<file path="src/design/laser_temp_mpd_compensation_top_assert.svh">
// Assertion helpers for the laser temperature and MPD compensation block
`ifndef LASER_TEMP_MPD_COMPENSATION_TOP_ASSERT_SVH
`define LASER_TEMP_MPD_COMPENSATION_TOP_ASSERT_SVH

// same-cycle implication
`define LMC_ASSERT_IMP(label, clk, rst_n, ante, cons) \
	label: assert property (@(posedge clk) disable iff (!rst_n) (ante) |-> (cons)) \
		else $error("lmc assertion failed");

// next-cycle implication
`define LMC_ASSERT_NXT(label, clk, rst_n, ante, cons) \
	label: assert property (@(posedge clk) disable iff (!rst_n) (ante) |=> (cons)) \
		else $error("lmc assertion failed");

`endif

</file>
<file path="src/design/lmc_pkg.sv">
package lmc_pkg;

	localparam int CFG_IDX_W  = 4;
	localparam int CFG_DATA_W = 32;

	localparam logic [CFG_IDX_W-1:0] REG_ADC_SLOPE   = 4'd0;
	localparam logic [CFG_IDX_W-1:0] REG_ADC_OFFSET  = 4'd1;
	localparam logic [CFG_IDX_W-1:0] REG_TEMP_OFFSET = 4'd2;
	localparam logic [CFG_IDX_W-1:0] REG_TEMP_SLOPE  = 4'd3;
	localparam logic [CFG_IDX_W-1:0] REG_NORM_TEMP   = 4'd4;
	localparam logic [CFG_IDX_W-1:0] REG_ETC_DELTA   = 4'd5;
	localparam logic [CFG_IDX_W-1:0] REG_P0_BASE     = 4'd6;
	localparam logic [CFG_IDX_W-1:0] REG_P1_BASE     = 4'd7;

	localparam logic [1:0] MODE_DUAL_CLOSED = 2'd0;

	// reciprocals: x/125 for x < 2^37, x/625 for x < 2^33, x/1000 for x < 2^20
	localparam logic [37:0] RECIP_125  = 38'd140737488356;
	localparam logic [33:0] RECIP_625  = 34'd14073748836;
	localparam logic [20:0] RECIP_1000 = 21'd1073742;
	localparam logic [14:0] RECIP_25   = 15'd10486;
	localparam logic [14:0] RECIP_10   = 15'd26215;

	// beyond this the fit term always saturates the temperature
	localparam logic [32:0] FIT_BIG_Z  = 33'd5242880000;
	localparam logic [23:0] FIT_CLAMP  = 24'd8388608;
	localparam logic [6:0]  TOFF_SCALE = 7'd100;

	localparam int TEMP_LIMIT_MC = 1000000;

	localparam logic signed [11:0] HOT_SPAN  = 12'sd25;
	localparam logic signed [11:0] COLD_GAP  = 12'sd20;
	localparam logic signed [11:0] COLD_SPAN = 12'sd30;

	typedef struct packed {
		logic [23:0]        adc_slope_nanovolt;
		logic signed [22:0] adc_offset_microvolt;
		logic [15:0]        temp_offset_tenths;
		logic [15:0]        temp_slope_tenths;
		logic [7:0]         norm_temp_deg;
		logic [31:0]        etc_delta_word;
		logic [9:0]         p0_base_target;
		logic [9:0]         p1_base_target;
	} cfg_t;

	localparam cfg_t CFG_RESET = '{
		adc_slope_nanovolt:   24'd0,
		adc_offset_microvolt: 23'sd0,
		temp_offset_tenths:   16'd4958,
		temp_slope_tenths:    16'd3275,
		norm_temp_deg:        8'd40,
		etc_delta_word:       32'd0,
		p0_base_target:       10'd0,
		p1_base_target:       10'd0
	};

	typedef struct packed {
		logic [15:0] temp_code;
		logic [1:0]  mode;
	} in_t;

	typedef struct packed {
		logic signed [20:0] ic_temp_millideg;
		logic [15:0]        mpdl_target;
		logic [15:0]        mpdh_target;
		logic               targets_written;
	} out_t;

endpackage

</file>
<file path="src/design/lmc_regs.sv">
module lmc_regs (
	input  logic                           clk,
	input  logic                           arst_n,
	input  logic                           cfg_valid,
	output logic                           cfg_ready,
	input  logic [lmc_pkg::CFG_IDX_W-1:0]  cfg_index,
	input  logic [lmc_pkg::CFG_DATA_W-1:0] cfg_data,
	output lmc_pkg::cfg_t                  cfg
);
	import lmc_pkg::*;

	cfg_t cfg_q;

	assign cfg_ready = 1'b1;
	assign cfg       = cfg_q;

	always_ff @(posedge clk or negedge arst_n) begin
		if (!arst_n) begin
			cfg_q <= CFG_RESET;
		end else if (cfg_valid && cfg_ready) begin
			unique case (cfg_index)
				REG_ADC_SLOPE:   cfg_q.adc_slope_nanovolt   <= cfg_data[23:0];
				REG_ADC_OFFSET:  cfg_q.adc_offset_microvolt <= $signed(cfg_data[22:0]);
				REG_TEMP_OFFSET: cfg_q.temp_offset_tenths   <= cfg_data[15:0];
				REG_TEMP_SLOPE:  cfg_q.temp_slope_tenths    <= cfg_data[15:0];
				REG_NORM_TEMP:   cfg_q.norm_temp_deg        <= cfg_data[7:0];
				REG_ETC_DELTA:   cfg_q.etc_delta_word       <= cfg_data;
				REG_P0_BASE:     cfg_q.p0_base_target       <= cfg_data[9:0];
				REG_P1_BASE:     cfg_q.p1_base_target       <= cfg_data[9:0];
				default:         cfg_q                      <= cfg_q;
			endcase
		end
	end

endmodule

</file>
<file path="config.mk">
export PLATFORM = sky130hd
export DESIGN_NAME = lmc_regs
export DESIGN_NICKNAME = d
export VERILOG_FILES = /design/src/design/laser_temp_mpd_compensation_top_assert.svh /design/src/design/lmc_pkg.sv /design/src/design/lmc_regs.sv
export SDC_FILE = /design/constraint.sdc
export NUM_CORES = 1
export LEC_CHECK = 0
export ABC_AREA = 1
export BUFFER_PORTS_ARGS = -buffer_cell sky130_fd_sc_hd__clkbuf_2
export CAP_MARGIN = 15
export CORE_MARGIN = 5
export CORE_UTILIZATION = 35
export DETAILED_ROUTE_END_ITERATION = 12
export GPL_TIMING_DRIVEN = 0
export PLACE_DENSITY_LB_ADDON = 0.08
export SLEW_MARGIN = 20
export SYNTH_ARGS = -nofsm -noshare
export SYNTH_HDL_FRONTEND = slang
export SYNTH_SLANG_ARGS = --single-unit
</file>
<file path="constraint.sdc">
create_clock -name clk -period 0.98 [get_ports clk]
set_input_delay 0.049 -clock clk [delete_from_list [all_inputs] [get_ports clk]]
set_output_delay 0.049 -clock clk [all_outputs]
set_load 0.03 [all_outputs]
</file>
# After elaboration in Yosys (flattened, before gate mapping)
# Cells that the tools add are included.
# op_classes
n_eq_ne	7
reduce_logical	9
# op_table
cell	n
== test 4 x 3 -> 1 bit (second input constant)	4
AND reduction 2 bit	8
== test 4 x 2 -> 1 bit (second input constant)	2
== test 4 x 1 -> 1 bit (second input constant)	1
logical NOT 4 bit	1
# totals
ff_bits	139
inputBits	39
output_inout_bits	140
word_cells	24

# Longest topological paths before layout
# Gate-level depths: netlist of run 1.
# logic_depth
ltp_word	2
depth_mapped	6
ltp_nobuf	5

# Least setup slack after synthesis of run 1
# Ideal clock, no wire load.
# synth_path
kind	in2reg
startpoint	in cfg_index[3] (netlist name)
endpoint	reg cfg_q, in the netlist cfg[115]
setup_time_ns	0.118
arrival_ns	0.850
required_time_ns	0.862
setup_slack_ns	0.013
stages	6
n_path_buf	2
path_cell_list	nor2_1 buf_2 nand3_1 clkbuf_1 nand2_1 nand2_1
# synth_via
elab_chain_cells	2
# synth_rtl
element	line_no	source
start, declared	lmc_regs.sv:6	input logic [lmc_pkg::CFG_IDX_W-1:0] cfg_index,
logical NOT 4 bit	lmc_regs.sv:21	unique case (cfg_index)
AND reduction 2 bit (no line)	n/a	
end signal, assigned	lmc_regs.sv:30	default: cfg_q <= cfg_q;
end, declared	lmc_regs.sv:12	cfg_t cfg_q;
# Every way passes these cells.
# A chain may end at the register's enable or synchronous reset.

# Final worst setup path of run 1
# layout_path
startpoint	reg cfg_q, in the netlist cfg[78]
endpoint	out cfg[78] (netlist name)
# layout_lines
element	line_no	source
end, declared	lmc_regs.sv:8	output lmc_pkg::cfg_t cfg
# No word-level cell between the ends.

==> results of run 1 <==
-- what timing repair did --
| action | 4_1_cts | 5_1_grt |
|---|---|---|
| gates resized for setup | 284 | 159 |
| endpoints found under the setup margin | 209 | 234 |
| buffers inserted | 41 | 33 |
| hold endpoints to repair | 122 | 59 |
| pin swaps | 1 | 3 |
-- path summary, 6_finish.rpt --
path	startpoint	to	slack (ns)
max	cfg[78]$_DFFE_PN1P_	cfg[78]	-0.19
max in group asynchronous	arst_n	cfg[77]$_DFFE_PN1P_	0.56
min in group clk	cfg_data[5]	cfg[57]$_DFFE_PN1P_	0.02
min	arst_n	cfg[26]$_DFFE_PN0P_	-0.39
min reg2reg	cfg[61]$_DFFE_PN1P_	cfg[61]$_DFFE_PN1P_	0.48
max reg2reg	cfg[44]$_DFFE_PN0P_	cfg[44]$_DFFE_PN0P_	0.02
-- power breakdown --
| group | internal [mW] | switching [mW] |
|---|---|---|
| clock network | 4.27 | 2.51 |
| registers | 7.09 | 1.22 |
| logic | 4.76 | 4.63 |
-- cell usage after synthesis, drive strengths merged --
master / count
buf: 20
clkbuf: 30
conb: 1
dfrtp: 122
dfstp: 17
inv: 48
nand2: 299
nand3: 7
nand4: 79
nor2: 9
o21bai: 42
-- area by class of cell --
| cell class | instances | area (µm²) |
|---|---|---|
| Buffer | 50 | 231 |
| Clock buffer | 22 | 484 |
| Clock inverter | 10 | 139 |
| Fill cell | 1442 | 6640 |
| Inverter | 48 | 180 |
| Multi-Input combinational cell | 437 | 2090 |
| Sequential cell | 139 | 3500 |
| Tap cell | 220 | 275 |
| Timing Repair Buffer | 266 | 3050 |
-- kinds of logic (layout without fill, tap and decap cells) --
group | Yosys count | after routing | synth area share
compound gates | 42 | 42 | 0.0532
flops | 139 | 139 | 0.591
buf+inv | 98 | 396 | 0.0665
other cells | 1 | 1 | 0.000633
simple gates | 394 | 394 | 0.289
-- layer usage --
layer / up-vias / track usage / part of all wire
li1: 2741 / - / -
met3: 28 / 0.0620 / 0.073
met1: 2833 / 0.271 / 0.41
met4: 2 / 0.0709 / 0.015
met5: - / 0 / 0.00052
met2: 172 / 0.338 / 0.50
==> metrics.txt, run 1 <==
vias after detailed routing just under 6000; grt ovf 0; Starting DRT DRC Count around 260; Clock Tree Buf Depth 2; TritonRoute pass-1 iters 4; largest net degree at the start of global routing between 70 and 80; Post-Syn Area around 5900 µm²; hpwl dp between 10 and 15 mm; Crit Path Category flop to output pin; Power Total roughly 24 mW; Die Width roughly 140 µm; initial core utilization 0.357; final setup TNS -7.50 ns; Ys Warns 0; Crit. path cell count 1; violated checks negative hold slack, negative setup slack; synth-to-layout area growth 67.8%; vias in the first global route around 5700; syn nets 713; sequential share of the synthesized area 0.591; hold_buf cts 22; Max-Cap Viols 0; RSZ-0062 raised after global routing yes; fin crit period around 1.2 ns; Antenna Diode Count 0; post-route ant nets 0; status finished, violations left; CP Capture Type output pin; final hold violation count 61; worst slew pin tran between 0.5 and 0.6 ns; Worst slew margin 0.627; number of flip-flops in the largest register between 100 and 150; Post-Syn Instances a little under 700; Tot GR Track Use 0.210; fin area 9950 µm²; Final setup viols around 140; critical path data required time slightly above 0.9 ns; Worst path slowest cell dfstp_2; Rows between 40 and 50; Hold Path Class input pin to async pin; Placed Cells 1064; first-pass GRT wire length roughly 32 mm; Clock transition at path regs roughly 0.06 ns; Buffers on Ports 169; wire length per cell roughly 18 µm; Worst EP arrival around 1.1 ns; top cell type's share of synthesized area 0.515; Setup Skew 0 ns; final WL between 20 and 25 mm; PwrDens 2460 nW/µm²; commonest non-fill, non-tap cells in the layout nand2_1 (298), buf_8 (139), dfrtp_1 (122); Syn Area/Cell 8.79 µm²; Max Slew Vio Count 0; post-layout util 0.600; Die ar. about 20000 µm²; Post-route DRC 0; dominant cells by area after synthesis dfrtp_1 (52%), nand2_1 (19%), nand4_1 (8.3%); Place WS -0.742 ns; clk root buf clkbuf_16; Worst Path Max Fanout 2; non-filler instance count after layout ~1200; Highest Clock Rate 0.858 GHz; worst path cell trace buf_8; final estimated routing congestion in global placement slightly below 0.8; placed inst area around 7100 µm²; core area around 17000 µm²; VDD IR-drop max approximately 0.0013 V; CTS tree done; Buf/Inv on CP 1; Pleak between 5 and 6 nW; largest stage delay on the critical path around 0.57 ns; Worst Hold Margin -0.386 ns; CP startpoint kind flop; Layout Nets 998; r2r worst-path depth 5; Yosys top cell by area dfrtp_1; share of cells above drive strength 1 0.344; TritonCTS Buffers 17; Die Y 140 µm; setup ws final -0.186 ns; io pins between 150 and 200; Final period util 1.19; worst skew pair latency 0.42 ns; initial antenna violation count 1; Crit path max-delay family flip-flops; H-tree Lvls 4; FF+latch count, synth 139; post-synth cell types 17; commonest non-fill, non-tap cell in the layout nand2_1; via/cell ratio about 4.8; CTS Sinks 139
No activity file was read; power rests on OpenSTA's default activity.
==> inputs of run 2 (changes only) <==
TNS_END_PERCENT = 1   (was unset)
==> run 2 against run 1 <==
Net effect: the run still ends with negative hold slack, negative setup slack left; sequential share of layout area increased by 2.1 points; critical path type unchanged; global-route usage decreased by 0.43 points; register-to-register slack improved by 0.20 ns; final area decreased by 5.7%; clock skew unchanged.
==> metrics.txt, run 2 (synthesis gave the netlist of run 1 again) <==
H-tree Lvls 4; wire length per cell 18.2 µm; core area around 17000 µm²; Layout Nets 924; Worst Path Max Fanout 2; post-layout util 0.565; first-pass GRT wire length about 31 mm; Die Y 140 µm; Filler cells 1503; Power Total around 24 mW; final WL 20.4 mm; Setup Skew 0 ns; CTS Sinks around 140; Reg area between 3000 and 4000 µm²; commonest non-fill, non-tap cells in the layout nand2_1 (298), buf_8 (139), dfrtp_1 (122); Crit. Startpoint cfg[78]$_DFFE_PN1P_; largest stage delay on the critical path 0.57 ns; CP startpoint kind flop; final estimated routing congestion in global placement ~0.79; placed inst area 7080 µm²; Die ar. 19600 µm²; Max Slew Vio Count 0; Highest Clock Rate 0.859 GHz; Post-route DRC 0; fin area about 9400 µm²; io pins between 150 and 200; hold_buf cts 22; share of cells above drive strength 1 0.284; violated checks negative hold slack, negative setup slack; Crit Path Category flop to output pin; Tot GR Track Use 0.205; Crit path max-delay family flip-flops; grt ovf 0; critical path data required time 0.93 ns; Worst slew margin 0.626; number of flip-flops in the largest register around 140; initial antenna violation count 1; Place WS -0.742 ns; worst skew pair latency ~0.42 ns; RSZ-0062 raised after global routing yes; Final setup viols about 140; vias in the first global route around 5500; status finished, violations left; final hold violation count 61; commonest non-fill, non-tap cell in the layout nand2_1; Worst path slowest cell dfstp_2; Worst Hold Margin -0.381 ns; Buffers on Ports between 150 and 200; Worst EP arrival 1.11 ns; Die Width ~140 µm; largest net degree at the start of global routing between 70 and 80; Buf/Inv on CP 1; Placed Cells between 1000 and 1500; hpwl dp ~14 mm; fin crit period ~1.2 ns; Starting DRT DRC Count approximately 230; initial core utilization 0.357; clk root buf clkbuf_16; post-route ant nets 0; via/cell ratio ~4.9; Rows 47; Clock transition at path regs roughly 0.06 ns; worst path cell trace buf_8; Clock Tree Buf Depth 2; TritonCTS Buffers 17; PwrDens 2510 nW/µm²; setup ws final -0.184 ns; CTS tree done; Pleak around 4.7 nW; multi-input combinational cell area slightly above 2000 µm²; CP Capture Type output pin; final setup TNS -7.50 ns; synth-to-layout area growth 58.2%; non-filler instance count after layout approximately 1100; Hold Path Class input pin to async pin; VDD IR-drop max about 0.0013 V; vias after detailed routing 5429; Final period util 1.19; TritonRoute pass-1 iters 5; worst r2r src cfg[23]$_DFFE_PN0P_; worst slew pin tran approximately 0.56 ns; Max-Cap Viols 0
## run 2: worst reg2reg max path: stages (launching register included)
cell and delay, ns:
dfrtp_1 0.41, inv_1 0.07, o21bai_1 0.10, nand2_1 0.07
## run 2: metal layers
metal / wire length [µm] / vias to the layer above / global-route usage / share of wire
met5: 0 / - / 0 / 0
met4: 271 / 0 / 0.0653 / 0.013
met3: 1400 / 18 / 0.0610 / 0.069
met2: 10100 / 181 / 0.328 / 0.49
met1: 8630 / 2632 / 0.269 / 0.42
li1: - / 2598 / - / -
## run 2: worst paths after layout
check / slack (ns) / end / cells after the start
hold / removal: -0.38 / cfg[26]$_DFFE_PN0P_ / 1
setup / recovery: -0.18 / cfg[78] / 1
max in group asynchronous: 0.58 / cfg[77]$_DFFE_PN1P_ / 2
hold reg to reg: 0.48 / cfg[70]$_DFFE_PN1P_ / 2
setup reg to reg: 0.22 / cfg[23]$_DFFE_PN0P_ / 3
min in group clk: 0.01 / cfg[57]$_DFFE_PN1P_ / 3
## run 2: area by class of cell
| cell class | instances | share of cell area |
|---|---|---|
| Clock buffer | 22 | 0.0516 |
| Inverter | 48 | 0.0192 |
| Buffer | 50 | 0.0242 |
| Clock inverter | 10 | 0.0148 |
| Antenna cell | 1 | 0.000267 |
| Tap cell | 220 | 0.0294 |
| Multi-Input combinational cell | 437 | 0.221 |
| Sequential cell | 139 | 0.373 |
| Timing Repair Buffer | 192 | 0.266 |
## run 2: what timing repair did
action | CTS | global route
pin swaps | 0 | 1
endpoints found under the setup margin | 209 | 234
endpoints found under the hold margin | 122 | 59
buffers inserted | 0 | 0
resized for setup | 284 | 149
## run 2: power by group
part	internal [mW]	switching, mW	total, mW
Combinational	4.01	4.39	8.40
Sequential	7.09	1.24	8.33
Clock	4.27	2.51	6.77
Total	15.4	8.13	23.5
==> inputs of run 3 (changes only) <==
clock period = 1.4 ns   (was 0.98 ns; I/O delays follow)
==> run 3 against run 2 <==
Net effect: the run now ends clean; first-iteration DRC count is 7.0% higher; final area shrank 15%; non-clock buffer count grew 1; clock skew stayed put; via count down 0.46%; worst setup slack improved by 0.34 ns; combinational power fell by 50%; utilization decreased by 8.7 points; sequential share of layout area increased by 6.8 points; count of clock-buffer cells in the layout unchanged; clock power is 30% lower; critical path type unchanged; largest power group is now registers.
==> metrics.txt, run 3 (synthesis gave the netlist of run 1 again) <==
status finished, final reports clean; final hold violation count 0; Layout Nets 925; Crit Path Category flop to output pin; Worst EP arrival between 1 and 1.5 ns; CP startpoint kind flop; post-layout util 0.479; grt ovf 0; Worst slew margin 0.634; worst slew pin tran between 0.5 and 0.6 ns; critical path data required time between 1 and 1.5 ns; largest net degree at the start of global routing 76; Die Y 140 µm; Place WS -0.343 ns; TritonRoute pass-1 iters 4; setup ws final 0.152 ns; fin crit period ~1.2 ns; Hold Path Class input pin to flop; Crit path max-delay family flip-flops; r2r setup slk around 0.67 ns; Final setup viols 0; wire length per cell between 15 and 20 µm; r2r worst-path depth 2; Die Width between 100 and 150 µm; via/cell ratio between 4 and 5; Max-Cap Viols 0; Highest Clock Rate approximately 0.80 GHz; Hold Path Cell Cnt 3; Tot GR Track Use 0.202; hpwl dp roughly 14 mm; Pleak roughly 4.3 nW; Post-route DRC 0; Clock transition at path regs around 0.06 ns; CP Capture Type output pin; core area 16600 µm²; vias in the first global route 5439; H-tree Lvls 4; hold path start cfg_data[5]; Rows 47; Setup Skew 0 ns; initial antenna violation count 1; vias after detailed routing between 5000 and 6000; Worst path slowest cell dfstp_2; hold path endpoint cfg[57]$_DFFE_PN1P_; Final period util 0.892; CTS tree done; Antenna Diode Count 0; RSZ-0062 raised after global routing no; final WL about 20 mm; worst path cell trace clkbuf_2; worst r2r src cfg[60]$_DFFE_PN1P_; first-pass GRT wire length slightly above 30 mm; CTS Sinks about 140; final setup TNS 0 ns; PwrDens 1810 nW/µm²; r2r endpoint cfg[60]$_DFFE_PN1P_; Die ar. 19600 µm²; Buf/Inv on CP 1; post-CTS setup buffer count 0; worst skew pair latency between 0.4 and 0.5 ns; commonest non-fill, non-tap cell in the layout nand2_1; commonest non-fill, non-tap cells in the layout nand2_1 (299), clkbuf_2 (175), dfrtp_1 (122); io pins around 180; initial core utilization 0.357; final estimated routing congestion in global placement 0.785; VDD IR-drop max ~0.00087 V; Clock Tree Buf Depth 2; TritonCTS Buffers 17; Buffers on Ports between 150 and 200; largest stage delay on the critical path 0.55 ns; Worst Path Max Fanout 2; clk root buf clkbuf_16; post-route ant nets 0; Max Slew Vio Count 0; Starting DRT DRC Count around 250; synth-to-layout area growth 34.0%; number of flip-flops in the largest register ~140; share of cells above drive strength 1 0.276
-- run 3: changes by cell type in the layout (fill, tap and decap cells not counted), sizes merged --
cell / change
clkbuf: +134
dlygate4sd3: +1
buf: -134
diode: -1
-- run 3: worst max path at each step --
stage,start,endpoint,slack (ns),cells after the start
2_1_floorplan,cfg_index[3],cfg[115]$_DFFE_PN0P_,0.41,6
3_3_place_gp,arst_n,cfg[47]$_DFFE_PN0P_,-2.08,1
3_5_place_dp,cfg_index[1],cfg[26]$_DFFE_PN0P_,-0.34,7
4_1_cts,cfg_index[1],cfg[26]$_DFFE_PN0P_,0.1,7
5_1_grt,cfg[60]$_DFFE_PN1P_,cfg[60],0.12,1
6_report,cfg[78]$_DFFE_PN1P_,cfg[78],0.15,1
-- run 3: area by class of cell --
cell class	count	area (µm²)
plain buffers	50	214
clock buffers	22	484
clock inverters	10	139
fillers	1693	8640
inverters	48	180
multi-input cells	437	2030
flip-flops and latches	139	3500
well taps	220	275
repair buffers	193	1110
-- run 3: repair_timing --
action	CTS	global route
resized for setup	0	1
setup endpoints to repair	0	9
hold buffers	23	0
endpoints found under the hold margin	111	0
-- run 3: metrics by stage --
stage / instances / power, mW / cell area, µm² / hold slack, ns
2_1_floorplan: 674 / 8.20 / 5930 / -0.226
3_5_place_dp: 1064 / 9.72 / 7080 / 0.102
5_1_grt: 1119 / 15.1 / 7940 / 0.0467
4_1_cts: 1119 / 14.6 / 7940 / 0.0187
3_3_place_gp: 1063 / 9.64 / 7050 / 0.276
6_report: 1119 / 14.4 / 7940 / 0.0251
-- run 3: tightest hold or removal path, stage by stage --
cell and delay, ns:
clkbuf_2 0.21, nand2_1 0.11, nand2_1 0.05
-- run 3: routing by layer --
metal | part of all wire | track usage | wire length [µm] | vias to the layer above
met1 | 0.43 | 0.266 | 8350 | 2633
li1 | - | - | - | 2595
met3 | 0.087 | 0.0658 | 1700 | 19
met2 | 0.48 | 0.317 | 9320 | 155
met5 | 0.00056 | 0 | 11 | -
met4 | 0.011 | 0.0658 | 220 | 2
-- run 3: power breakdown --
| group | total [mW] | switching, mW | internal [mW] |
|---|---|---|---|
| registers | 5.48 | 0.522 | 4.96 |
| clock network | 4.73 | 1.74 | 2.99 |
| logic | 4.18 | 3.03 | 1.15 |
| total | 14.4 | 5.29 | 9.09 |
